--- config.mk ---
export PLATFORM = sky130hd
export DESIGN_NAME = beg_div
export DESIGN_NICKNAME = d
export VERILOG_FILES = /design/src/rtl/beg_pkg.sv /design/src/rtl/beg_div.sv
export SDC_FILE = /design/constraint.sdc
export NUM_CORES = 1
export LEC_CHECK = 0
export ABC_AREA = 1
export BUFFER_PORTS_ARGS = -buffer_cell sky130_fd_sc_hd__buf_2
export CORE_AREA = 10 10 110 112
export CTS_CLUSTER_DIAMETER = 200
export CTS_CLUSTER_SIZE = 24
export DETAILED_ROUTE_END_ITERATION = 6
export DIE_AREA = 0 0 120 122
export GPL_TIMING_DRIVEN = 0
export PLACE_DENSITY = 0.81
export RECOVER_POWER = 25
export SYNTH_ARGS = -nofsm -noshare
export SYNTH_HDL_FRONTEND = slang
export SYNTH_SLANG_ARGS = --single-unit
export TNS_END_PERCENT = 50
--- constraint.sdc ---
create_clock -name i_clk -period 3.9 [get_ports i_clk]
set_clock_uncertainty 0.1 [all_clocks]
set_input_delay 0.39 -clock i_clk [delete_from_list [all_inputs] [get_ports i_clk]]
set_output_delay 0.39 -clock i_clk [all_outputs]
set_load 0.03 [all_outputs]
--- src/rtl/beg_pkg.sv ---
package beg_pkg;

    localparam int TABLE_DEPTH_DEF = 128;
    localparam int CMD_W           = 3;
    localparam int TIME_W          = 24;
    localparam int VAL_W           = 24;
    localparam int TIME_STEP       = 50;
    localparam int ONE_Q16         = 65536;
    localparam int DIV_STEPS       = 24;

    localparam logic [CMD_W-1:0] CMD_START  = 3'd0;
    localparam logic [CMD_W-1:0] CMD_APPEND = 3'd1;
    localparam logic [CMD_W-1:0] CMD_EVAL   = 3'd2;
    localparam logic [CMD_W-1:0] CMD_TRIG   = 3'd3;
    localparam logic [CMD_W-1:0] CMD_TICK   = 3'd4;

    typedef struct packed {
        logic [CMD_W-1:0]        cmd;
        logic [TIME_W-1:0]       seg_delta;
        logic signed [VAL_W-1:0] point_value;
        logic [TIME_W-1:0]       eval_time;
    } t_beg_in;

    typedef struct packed {
        logic signed [VAL_W-1:0] out_value;
        logic [TIME_W-1:0]       out_time;
        logic                    last;
    } t_beg_out;

    typedef struct packed {
        logic [TIME_W-1:0]       bp_time;
        logic signed [VAL_W-1:0] bp_value;
    } t_beg_entry;

    typedef enum logic [4:0] {
        S_INIT,
        S_IDLE,
        S_DISPATCH,
        S_EV_RD,
        S_EV_CMP,
        S_EV_MUL,
        S_EV_ABS,
        S_EV_DSTART,
        S_EV_DWAIT,
        S_EV_OUT,
        S_TR_RD0,
        S_TR_OUT0,
        S_TR_RD1,
        S_TR_OUT1,
        S_TK_RD0,
        S_TK_CAP,
        S_TK_RD1,
        S_TK_OUT
    } t_beg_state;

    function automatic t_beg_entry reset_entry(input logic [1:0] idx);
        t_beg_entry e;
        e.bp_time  = '0;
        e.bp_value = '0;
        case (idx)
            2'd1: begin
                e.bp_time  = TIME_W'(TIME_STEP);
                e.bp_value = VAL_W'(ONE_Q16);
            end
            2'd2: begin
                e.bp_time  = TIME_W'(2 * TIME_STEP);
            end
            default: begin
                e.bp_time  = '0;
            end
        endcase
        return e;
    endfunction

endpackage

--- src/rtl/beg_div.sv ---
module beg_div (
    input  logic                          i_clk,
    input  logic                          i_rst_n,
    input  logic                          i_start,
    input  logic [2*beg_pkg::TIME_W-1:0]  i_dividend,
    input  logic [beg_pkg::TIME_W-1:0]    i_divisor,
    output logic                          o_done,
    output logic [beg_pkg::TIME_W-1:0]    o_quot
);

    localparam int W     = beg_pkg::TIME_W;
    localparam int CNT_W = $clog2(beg_pkg::DIV_STEPS + 1);

    logic             r_busy;
    logic             r_done;
    logic [CNT_W-1:0] r_cnt;
    logic [W-1:0]     r_rem;
    logic [W-1:0]     r_q;
    logic [W-1:0]     r_div;

    logic [W:0]       shifted;
    logic [W+1:0]     trial;

    assign shifted = {r_rem, r_q[W-1]};
    assign trial   = {1'b0, shifted} - {2'b00, r_div};

    always_ff @(posedge i_clk) begin
        if (!i_rst_n) begin
            r_busy <= 1'b0;
            r_done <= 1'b0;
            r_cnt  <= '0;
        end else begin
            r_done <= 1'b0;
            if (i_start) begin
                r_busy <= 1'b1;
                r_cnt  <= CNT_W'(beg_pkg::DIV_STEPS);
            end else if (r_busy) begin
                r_cnt <= r_cnt - 1'b1;
                if (r_cnt == CNT_W'(1)) begin
                    r_busy <= 1'b0;
                    r_done <= 1'b1;
                end
            end
        end
    end

    // restoring divide, one quotient bit per cycle
    always_ff @(posedge i_clk) begin
        if (i_start) begin
            r_rem <= i_dividend[2*W-1:W];
            r_q   <= i_dividend[W-1:0];
            r_div <= i_divisor;
        end else if (r_busy) begin
            if (!trial[W+1]) begin
                r_rem <= trial[W-1:0];
                r_q   <= {r_q[W-2:0], 1'b1};
            end else begin
                r_rem <= shifted[W-1:0];
                r_q   <= {r_q[W-2:0], 1'b0};
            end
        end
    end

    assign o_done = r_done;
    assign o_quot = r_q;

endmodule

* Yosys cells after proc, flatten, opt, wreduce, memory -nomap -nowiden
Index checks and enable logic that the tools add are counted.
** Storage, ports and cells
- Flip-flop bits (word level) :: 79
- Output and inout bits :: 25
- Bits of input ports :: 75
** Cells by class
- Mux-type cells :: 12
- $add $sub $neg :: 2
- Reduce and logical (&&, ||, !) cells :: 3
- Bitwise gates (word level) :: 2
- Equal/unequal tests :: 1
** Operators with widths (number)
- 24-bit two-way mux :: 5
- 25-bit by 24-bit subtractor with 26-bit output :: 1
- 5-bit two-way mux :: 2
- 5-bit by 1-bit equality test with 1-bit output, second input constant :: 1
- 1-bit two-way mux :: 5
- 5-bit by 1-bit subtractor with 5-bit output, second input constant :: 1
- 3-bit OR reduction :: 1
- 1-bit NOT :: 2
- 2-bit nonzero test :: 1
- 2-bit OR reduction :: 1

* Longest topological paths before layout
Gate-level depths: netlist of the first run.
- Depth after elaboration :: 4
- Mapped depth :: 15

* Worst setup path after synthesis of the first run
OpenSTA, ideal clock, no wires.
- Path kind :: input to register
- Start point :: input port i_start
- End point :: register r_q[0] (netlist: o_quot[0]), enable pin
- Buffers on the path :: 2
- Path slack :: 1.447 ns
- Stages :: 4
- Arrival time :: 1.946 ns
- Data required time :: 3.393 ns
- Setup time :: 0.407 ns
- Cells stage by stage :: clkbuf_1 clkinv_1 buf_2 nand2_1
** Between the ends
- Cells in the longest elaborated chain, start to end :: 1
** RTL lines
- start, declared :: RTL line beg_div.sv:4 : input logic i_start,
- 2-bit nonzero test (no source line)
- end signal, assigned :: RTL line beg_div.sv:51 : r_q <= i_dividend[W-1:0];
- end signal, assigned :: RTL line beg_div.sv:56 : r_q <= {r_q[W-2:0], 1'b1};
- end signal, assigned :: RTL line beg_div.sv:59 : r_q <= {r_q[W-2:0], 1'b0};
- end, declared :: RTL line beg_div.sv:18 : logic [W-1:0] r_q;
Every way passes these cells.
A chain may end at the register's enable or synchronous reset.

* Worst setup path in the final report of the first run
- Start point :: input port i_start
- End point :: register r_q[16] (netlist: o_quot[16]), enable pin
Same word-level chain as after synthesis.

==> flow_summary.toml, run 1 <==
[pwr]
peakVddDrop_mv = 0.306
power_frac_comb_pct = 44.4
swShare_pct = 40.9
fin_total_pwr_uw = 3040
leakagePower_uw = 0.00333
power_density_nw_per_um2 = 489
sequentialPowerShare_pct = 37.4
power.switching_uw = 1240
power.internal_uw = 1790
p_clk_share_pct = 18.2

[setup_path]
path_buf_inv = 5
critPathMaxStageDelay_ps = 1110
path_max_fanout = 38
endpoint_kind = "flop"
required_ps = 3860
crit_family = "buffers and inverters"
critPathKind = "primary input to flop"
cp-start-kind = "primary input"
crit_path_top_delay_cell = "clkbuf_1"
path_cells = "clkbuf_1 -> clkbuf_1 -> clkinv_1 -> buf_2 -> nand2_2 -> buf_12"
path_common_cell = "clkbuf_1"
worstPathArrival_ps = 2880
regToRegSetupSlack_ps = 1390

[sta]
setup_ws_ps = 981
slew_headroom_pct = -3.97
setup_viol = 0
layout_min_cycle_time_ps = 2920
tightest_slew_ps = 1560
setup-tns-final_ps = 0
report.final.slew_viol_count = 26
rsz0062_at_grt = "no"
layout_worst_path_cycle_share_pct = 74.9
final_hold_viol_count = 0
timing.fmax_mhz = 343

[synthesis]
syn_area_per_cell_sq_um = 7.39
syn_inst = 724
syn_area_sq_um = 5350
async_flop_share_pct = 0
synth_edf_count = 72
ys_seq_area_share_pct = 43.1
ys_ff_latch = 79
synth_top_flop_cell = "edfxtp_1"
yosysUniqueCellTypes = 36
ys_warn_count = 0
synthesis.nets = 826

[finish]
final_cells = 976
drive_gt1_share_pct = 16.4
area_growth_pct = 16.1
diodes = 0
final_net_count = 937
utilization_pct = 61.8

[cts]
cts_tree = "done"
cts_buffers = 9
numClockSinks = 79
cts-resized-gates = 0
clock_latency_ps = 370
cts_hold_buf = 0
cts_root_buffer = "clkbuf_8"
ctsLongestPathBuffers = 2
cts_max_level = 3
cts_setup_buffers = 0
clk_pin_slew_ps = 90

[route]
viasPerCell = 5.04
via_count = 4923
drt-met1-wl_mm = 5.85
drt_iter0_drc = 363
wl_per_cell_um = 14.0
routed_wl_mm = 13.7
dr.pass1.iters = 5
highest_layer = "met4"
drc_errors = 0
ant_nets = 0
dr_wl_met2_mm = 6.52
wl_met3_mm = 1.08

[floorplanning]
core-area_sq_um = 10000
ios = 100
die_x_um = 120
rows = 37
initial_core_util_pct = 53.2
die_area_sq_um = 14600
dieHeight_um = 122

[grt]
gr-total-overflow = 0
grt_first_pass_wirelength_mm = 22.3
track_usage_pct = 18.9
antenna_found_initial = 0
grt_pass1_vias = 4877
grt_max_degree = 39

[place]
io_buffers = 99
hpwl_mm = 10.7
placed_cells = 960
gp_congestion = 0.931
dp_slack_ps = 1150

[worst_hold_path]
hold_class = "primary input to flop"

[outcome]
status = "finished with violations"
violations = "max-capacitance violations, max-slew violations"

[job]
max_cap_violations = 1
[flip-flops by register name, indices dropped and copies added (netlist names)]
register	flops
o_quot	24
o_done	1
r_cnt	5
r_busy	1
r_div	24
r_rem	24
[worst paths after layout]
| kind | to | startpoint | cells after the start |
|---|---|---|---|
| hold / removal | r_div[6] | i_divisor[6] | 1 |
| hold reg to reg | r_cnt[4] | r_cnt[4] | 2 |
| setup / recovery | o_quot[16] | i_start | 6 |
| setup reg to reg | r_rem[16] | r_rem[21] | 10 |
[power groups by stage]
| stage | Clock, uW | Combinational, uW | Sequential (uW) |
|---|---|---|---|
| detailed placement | 0 | 1320 | 1150 |
| global route | 594 | 1520 | 1150 |
| floorplan | 0 | 949 | 1190 |
| finish | 553 | 1350 | 1130 |
| global placement | 0 | 1300 | 1150 |
| CTS | 564 | 1330 | 1130 |
[Yosys cell counts, types with 3 or more instances]
library cell | n | share of area [%]
ha_1 | 26 | 6.1
inv_1 | 121 | 8.5
nand3_1 | 50 | 4.7
a21oi_1 | 12 | 1.1
dfxtp_1 | 7 | 2.6
clkbuf_1 | 10 | 0.70
nor2_4 | 3 | 0.63
nand4_1 | 6 | 0.70
nor2_1 | 25 | 1.8
nand3b_1 | 25 | 3.5
buf_2 | 3 | 0.28
edfxtp_1 | 72 | 40
nand2_2 | 4 | 0.47
nand2_1 | 323 | 23
xnor2_1 | 7 | 1.1
[kinds of logic after synthesis]
kind of cell	Yosys count	share of synthesized area [%]
XOR/XNOR	9	1.47
flip-flops	79	43.1
adder cells (fa/ha/maj)	27	6.46
AND/OR/NAND/NOR	447	36.2
AO/OA/AOI/OAI	21	2.46
buffers and inverters	141	10.4
[cell usage in the layout, fill, tap and decap left out, types with 2 or more instances in the layout]
cell type and count:
nand2_2 5, xor2_1 2, nand4_1 6, inv_2 2
edfxtp_1 72, nor2_2 2, nand3b_1 25, nor3_1 2
ha_1 26, buf_2 101, nand3_1 50, clkbuf_1 12
buf_4 2, xnor2_1 7, nor2_1 25, clkbuf_8 9
o21bai_1 2, nor2_4 3, a31oi_1 2, a21oi_1 12
nand2_4 2, clkinvlp_4 3, inv_6 2, dfxtp_1 7
buf_6 2, inv_1 121, nand2_1 322
[routing by layer]
layer	global-route usage [%]	vias to the layer above
met5	0	-
met4	7.92	0
met3	5.74	18
met2	31.6	173
met1	22.2	2241
li1	-	2491
[final cells by class]
class / count / area, sq um
Fill cell: 898 / 3840
Tap cell: 136 / 170
Inverter: 124 / 465
Timing Repair Buffer: 100 / 514
Buffer: 17 / 90.1
Multi-Input combinational cell: 504 / 2490
Clock inverter: 6 / 45.0
Sequential cell: 79 / 2300
Clock buffer: 10 / 128
[through the flow]
step | instance area, sq um | hold WS (ps)
finish | 6210 | 90.5
CTS | 6210 | 76.6
detailed placement | 6040 | 367
global route | 6210 | 80.4
global placement | 6010 | 358
floorplan | 5350 | 345
(Power assumes the default switching activity.)
==> run 2: changes to the inputs <==
--- a/config.mk
+++ b/config.mk
@@ -7,13 +7,13 @@
 export LEC_CHECK = 0
 export ABC_AREA = 1
 export BUFFER_PORTS_ARGS = -buffer_cell sky130_fd_sc_hd__buf_2
-export CORE_AREA = 10 10 110 112
+export CORE_AREA = 10 10 114 116
 export CTS_CLUSTER_DIAMETER = 200
 export CTS_CLUSTER_SIZE = 24
 export DETAILED_ROUTE_END_ITERATION = 6
-export DIE_AREA = 0 0 120 122
+export DIE_AREA = 0 0 124 126
 export GPL_TIMING_DRIVEN = 0
-export PLACE_DENSITY = 0.81
+export PLACE_DENSITY = 0.79
 export RECOVER_POWER = 25
 export SYNTH_ARGS = -nofsm -noshare
 export SYNTH_HDL_FRONTEND = slang
==> constraint.sdc (replaced) <==
create_clock -name i_clk -period 2.6 [get_ports i_clk]
set_clock_uncertainty 0.1 [all_clocks]
set_input_delay 0.26 -clock i_clk [delete_from_list [all_inputs] [get_ports i_clk]]
set_output_delay 0.26 -clock i_clk [all_outputs]
set_load 0.03 [all_outputs]
==> run 2 against run 1 <==
The run now ends clean. Global-route usage decreased by 0.19 points. Non-clock buffer count grew 24. Routed wire length is 4.5% higher. Core utilization down 1.1 points. Total power is 55% higher. Critical path type is now flop to flop.
==> flow_summary.toml, run 2 (synthesis results as in run 1) <==
[outcome]
status = "completed"

[route]
drt-met1-wl_mm = 5.91
dr_wl_met2_mm = 7.03
viasPerCell = 4.97
wl_per_cell_um = 14.3
routed_wl_mm = 14.3
dr.pass1.iters = 5
ant_nets = 0
via_count = 4986
wl_met3_mm = 1.17
drt_iter0_drc = 361
drc_errors = 0
highest_layer = "met4"

[sta]
report.final.slew_viol_count = 0
layout_min_cycle_time_ps = 2400
setup_viol = 0
slew_headroom_pct = 57.8
final_hold_viol_count = 0
tightest_slew_ps = 633
setup-tns-final_ps = 0
layout_worst_path_cycle_share_pct = 92.3
rsz0062_at_grt = "no"
timing.fmax_mhz = 417

[grt]
grt_max_degree = 28
grt_first_pass_wirelength_mm = 23.7
grt_pass1_vias = 4929
track_usage_pct = 18.7
gr-total-overflow = 0
antenna_found_initial = 0

[floorplanning]
core-area_sq_um = 10700
ios = 100
die_area_sq_um = 15600
dieHeight_um = 126
initial_core_util_pct = 50.0
rows = 38
die_x_um = 124

[setup_path]
path_max_fanout = 10
endpoint_kind = "flop"
critPathKind = "flop to flop"
cp-start-kind = "flop"
worstPathArrival_ps = 2420
required_ps = 2620

[place]
hpwl_mm = 10.8
placed_cells = 964
io_buffers = 99
gp_congestion = 0.983

[cts]
cts_root_buffer = "clkbuf_8"
cts_buffers = 9
cts_tree = "done"
ctsLongestPathBuffers = 2
numClockSinks = 79
clock_latency_ps = 370
cts_setup_buffers = 0
cts_max_level = 3
clk_pin_slew_ps = 90

[pwr]
power_density_nw_per_um2 = 724
leakagePower_uw = 0.00346
peakVddDrop_mv = 0.399

[job]
max_cap_violations = 0

[finish]
area_growth_pct = 21.4
diodes = 0
final_net_count = 961
drive_gt1_share_pct = 16.2
final_cell_mix = "nand2_1 (322), inv_1 (121), buf_2 (101)"
layout_commonest_cell = "nand2_1"
final_cells = 1004

[worst_hold_path]
hold_class = "primary input to flop"
[run 2: cell type report]
cell class,count,area (sq um)
buffer,17,92.6
clock buffer,9,124
clock inverter,7,70.1
fill,939,4210
inverter,124,465
multi-input combinational,504,2500
sequential,79,2300
tap,140,175
timing repair buffer,124,763
[run 2: critical path, stage by stage (launching register included)]
cell and delay (ps):
edfxtp_1 400, ha_1 400, nand2_2 150, inv_2 30, nand2_1 50, nand2_1 70
nand2_1 60, nand2_1 100, a21oi_4 230, buf_4 250, nand3b_1 100, nand3_1 140
nand2_1 70
[run 2: routing by layer]
layer / up-vias / track usage [%]
met5: - / 0
met4: 0 / 5.01
met3: 23 / 5.45
met2: 200 / 31.5
met1: 2225 / 22.6
li1: 2538 / -
[run 2: repair_timing]
action | in CTS | in global routing
hold buffers | 24 | 0
endpoints found under the hold margin | 24 | 0
resized for setup | 0 | 4
setup endpoints to repair | 0 | 24
[run 2: power by group]
part / internal (uW) / switching, uW / leakage, uW
Combinational: 757 / 1310 / 0.00258
Clock: 445 / 485 / 0.000101
Sequential: 1610 / 92.8 / 0.000783
[run 2: worst paths after layout]
check	start	slack, ps	to	cells after the start
max	r_rem[10]	200	r_rem[16]	12
min	i_dividend[26]	60	r_rem[2]	3
min reg2reg	r_cnt[3]	390	r_cnt[3]	2
max reg2reg	r_rem[10]	200	r_rem[16]	12
[run 2: per-stage QoR]
step	util [%]	worst slack (ps)	area (sq um)	hold WS (ps)	power, uW
3_3_place_gp	56.3	-1030	6020	336	3670
3_5_place_dp	56.5	-232	6050	338	3720
2_1_floorplan	-	277	5350	259	3210
5_1_grt	60.7	29.2	6490	47.8	5050
6_report	60.7	201	6490	57.3	4700
4_1_cts	60.6	132	6480	56.8	4670
==> run 3: changes to the inputs <==
==> constraint.sdc (replaced) <==
create_clock -name i_clk -period 2.6 [get_ports i_clk]
set_clock_uncertainty 0.1 [all_clocks]
set_input_delay 0.13 -clock i_clk [delete_from_list [all_inputs] [get_ports i_clk]]
set_output_delay 0.13 -clock i_clk [all_outputs]
set_load 0.03 [all_outputs]
==> run 3 against run 2 <==
Hold slack better by 170 ps. Non-clock buffer count is 49 higher. Critical path type unchanged. Worst setup slack worse by 63 ps. Combinational power is 3% higher. Sequential share of layout area is 2.5 points lower. Die area stayed put. Fmax is 2.6% lower. Highest routed layer unchanged. Critical endpoint is now r_rem[20].
==> flow_summary.toml, run 3 (synthesis results as in run 1) <==
[finish]
utilization_pct = 65.2
fill_cells = 859
final_net_count = 1010
diodes = 0
area_growth_pct = 30.5
layout_commonest_cell = "nand2_1"
final_cell_mix = "nand2_1 (322), inv_1 (121), buf_2 (101)"
drive_gt1_share_pct = 15.3

[sta]
timing.fmax_mhz = 406
setup_viol = 0
tightest_slew_ps = 746
setup-tns-final_ps = 0
slew_headroom_pct = 50.1
final_hold_viol_count = 0
rsz0062_at_grt = "yes"
report.final.slew_viol_count = 0
setup_ws_ps = 138
layout_worst_path_cycle_share_pct = 94.7
layout_min_cycle_time_ps = 2460
whs_ps = 226

[setup_path]
cp-start-kind = "flop"
crit_path_top_delay_cell = "edfxtp_1"
crit_family = "simple AND/OR/NAND/NOR gates"
critPathKind = "flop to flop"
required_ps = 2620
worstPathArrival_ps = 2490
path_max_fanout = 4
path_cells = "inv_1 -> ha_1 -> inv_1 -> fa_2 -> nand2_1 -> nand3_1 -> and2_1 -> nand3b_1 -> nand3_1 -> nand2_1 -> nand3_1 -> nand2_1 -> nand2_1"
path_buf_inv = 2
critPathMaxStageDelay_ps = 420
endpoint_kind = "flop"
path_common_cell = "nand2_1"

[floorplanning]
die_area_sq_um = 15600
ios = 100
core-area_sq_um = 10700
rows = 38
initial_core_util_pct = 50.0
dieHeight_um = 126
die_x_um = 124

[route]
routed_wl_mm = 15.9
via_count = 5304
drc_errors = 0
dr.pass1.iters = 5
ant_nets = 0
viasPerCell = 5.04
drt_iter0_drc = 389
wl_per_cell_um = 15.1

[pwr]
peakVddDrop_mv = 0.374
leakagePower_uw = 0.00366
fin_total_pwr_uw = 4790
power_density_nw_per_um2 = 686

[cts]
cts_root_buffer = "clkbuf_8"
cts_max_level = 3
cts_buffers = 9
cts_tree = "done"
ctsLongestPathBuffers = 2
numClockSinks = 79
clk_pin_slew_ps = 90
clock_latency_ps = 370

[place]
gp_congestion = 0.983
io_buffers = 99
dp_slack_ps = -102
hpwl_mm = 10.8

[grt]
gr-total-overflow = 0
antenna_found_initial = 0
track_usage_pct = 20.7
grt_max_degree = 28
grt_first_pass_wirelength_mm = 26.2
grt_busiest_layer = "met2"
grtUsageMet2_pct = 36.2
globalRouteMet3Util_pct = 5.32
grt_use_met1_pct = 24.3
grt_pass1_vias = 5270

[outcome]
status = "completed"

[worst_hold_path]
hold_class = "primary input to flop"

[job]
max_cap_violations = 0
==> run 3: final timing paths <==
check | start | to | slack, ps | depth (start not counted)
setup / recovery | o_quot[23] | r_rem[20] | 140 | 13
hold / removal | i_start | r_div[1] | 230 | 1
setup reg to reg | o_quot[23] | r_rem[20] | 140 | 13
hold reg to reg | r_cnt[3] | r_cnt[3] | 390 | 2
==> run 3: final cells by class <==
class	count	area (sq um)	area share (%)
clock inverter	7	70.1	1.00
buffer	17	92.6	1.33
inverter	124	465	6.67
timing repair buffer	173	1250	18.0
multi-input combinational	504	2490	35.8
sequential	79	2300	33.0
clock buffer	9	124	1.78
tap	140	175	2.51
==> run 3: power by group <==
group	switching (uW)	internal, uW	leakage (uW)
registers	96.5	1610	0.000783
clock network	487	445	0.000101
logic	1340	805	0.00278
total	1920	2860	0.00366
==> run 3: per-stage QoR <==
step,cells,area [sq um]
2_1_floorplan,724,5350
3_5_place_dp,964,6050
3_3_place_gp,963,6020
5_1_grt,1053,6980
6_report,1053,6980
4_1_cts,1053,6970
==> run 3: layer usage <==
| metal | vias up | part of all wire [%] |
|---|---|---|
| met1 | 2383 | 39 |
| met2 | 247 | 51 |
| met3 | 37 | 8.4 |
| met4 | 0 | 1.9 |
| met5 | - | 0 |
| li1 | 2637 | - |
==> run 3: repair_timing <==
item                       4_1_cts  5_1_grt
hold buffers                    73        0
buffers inserted                 0        0
gates resized for setup          0        2
setup endpoints to repair        0        6
hold endpoints to repair        75        0
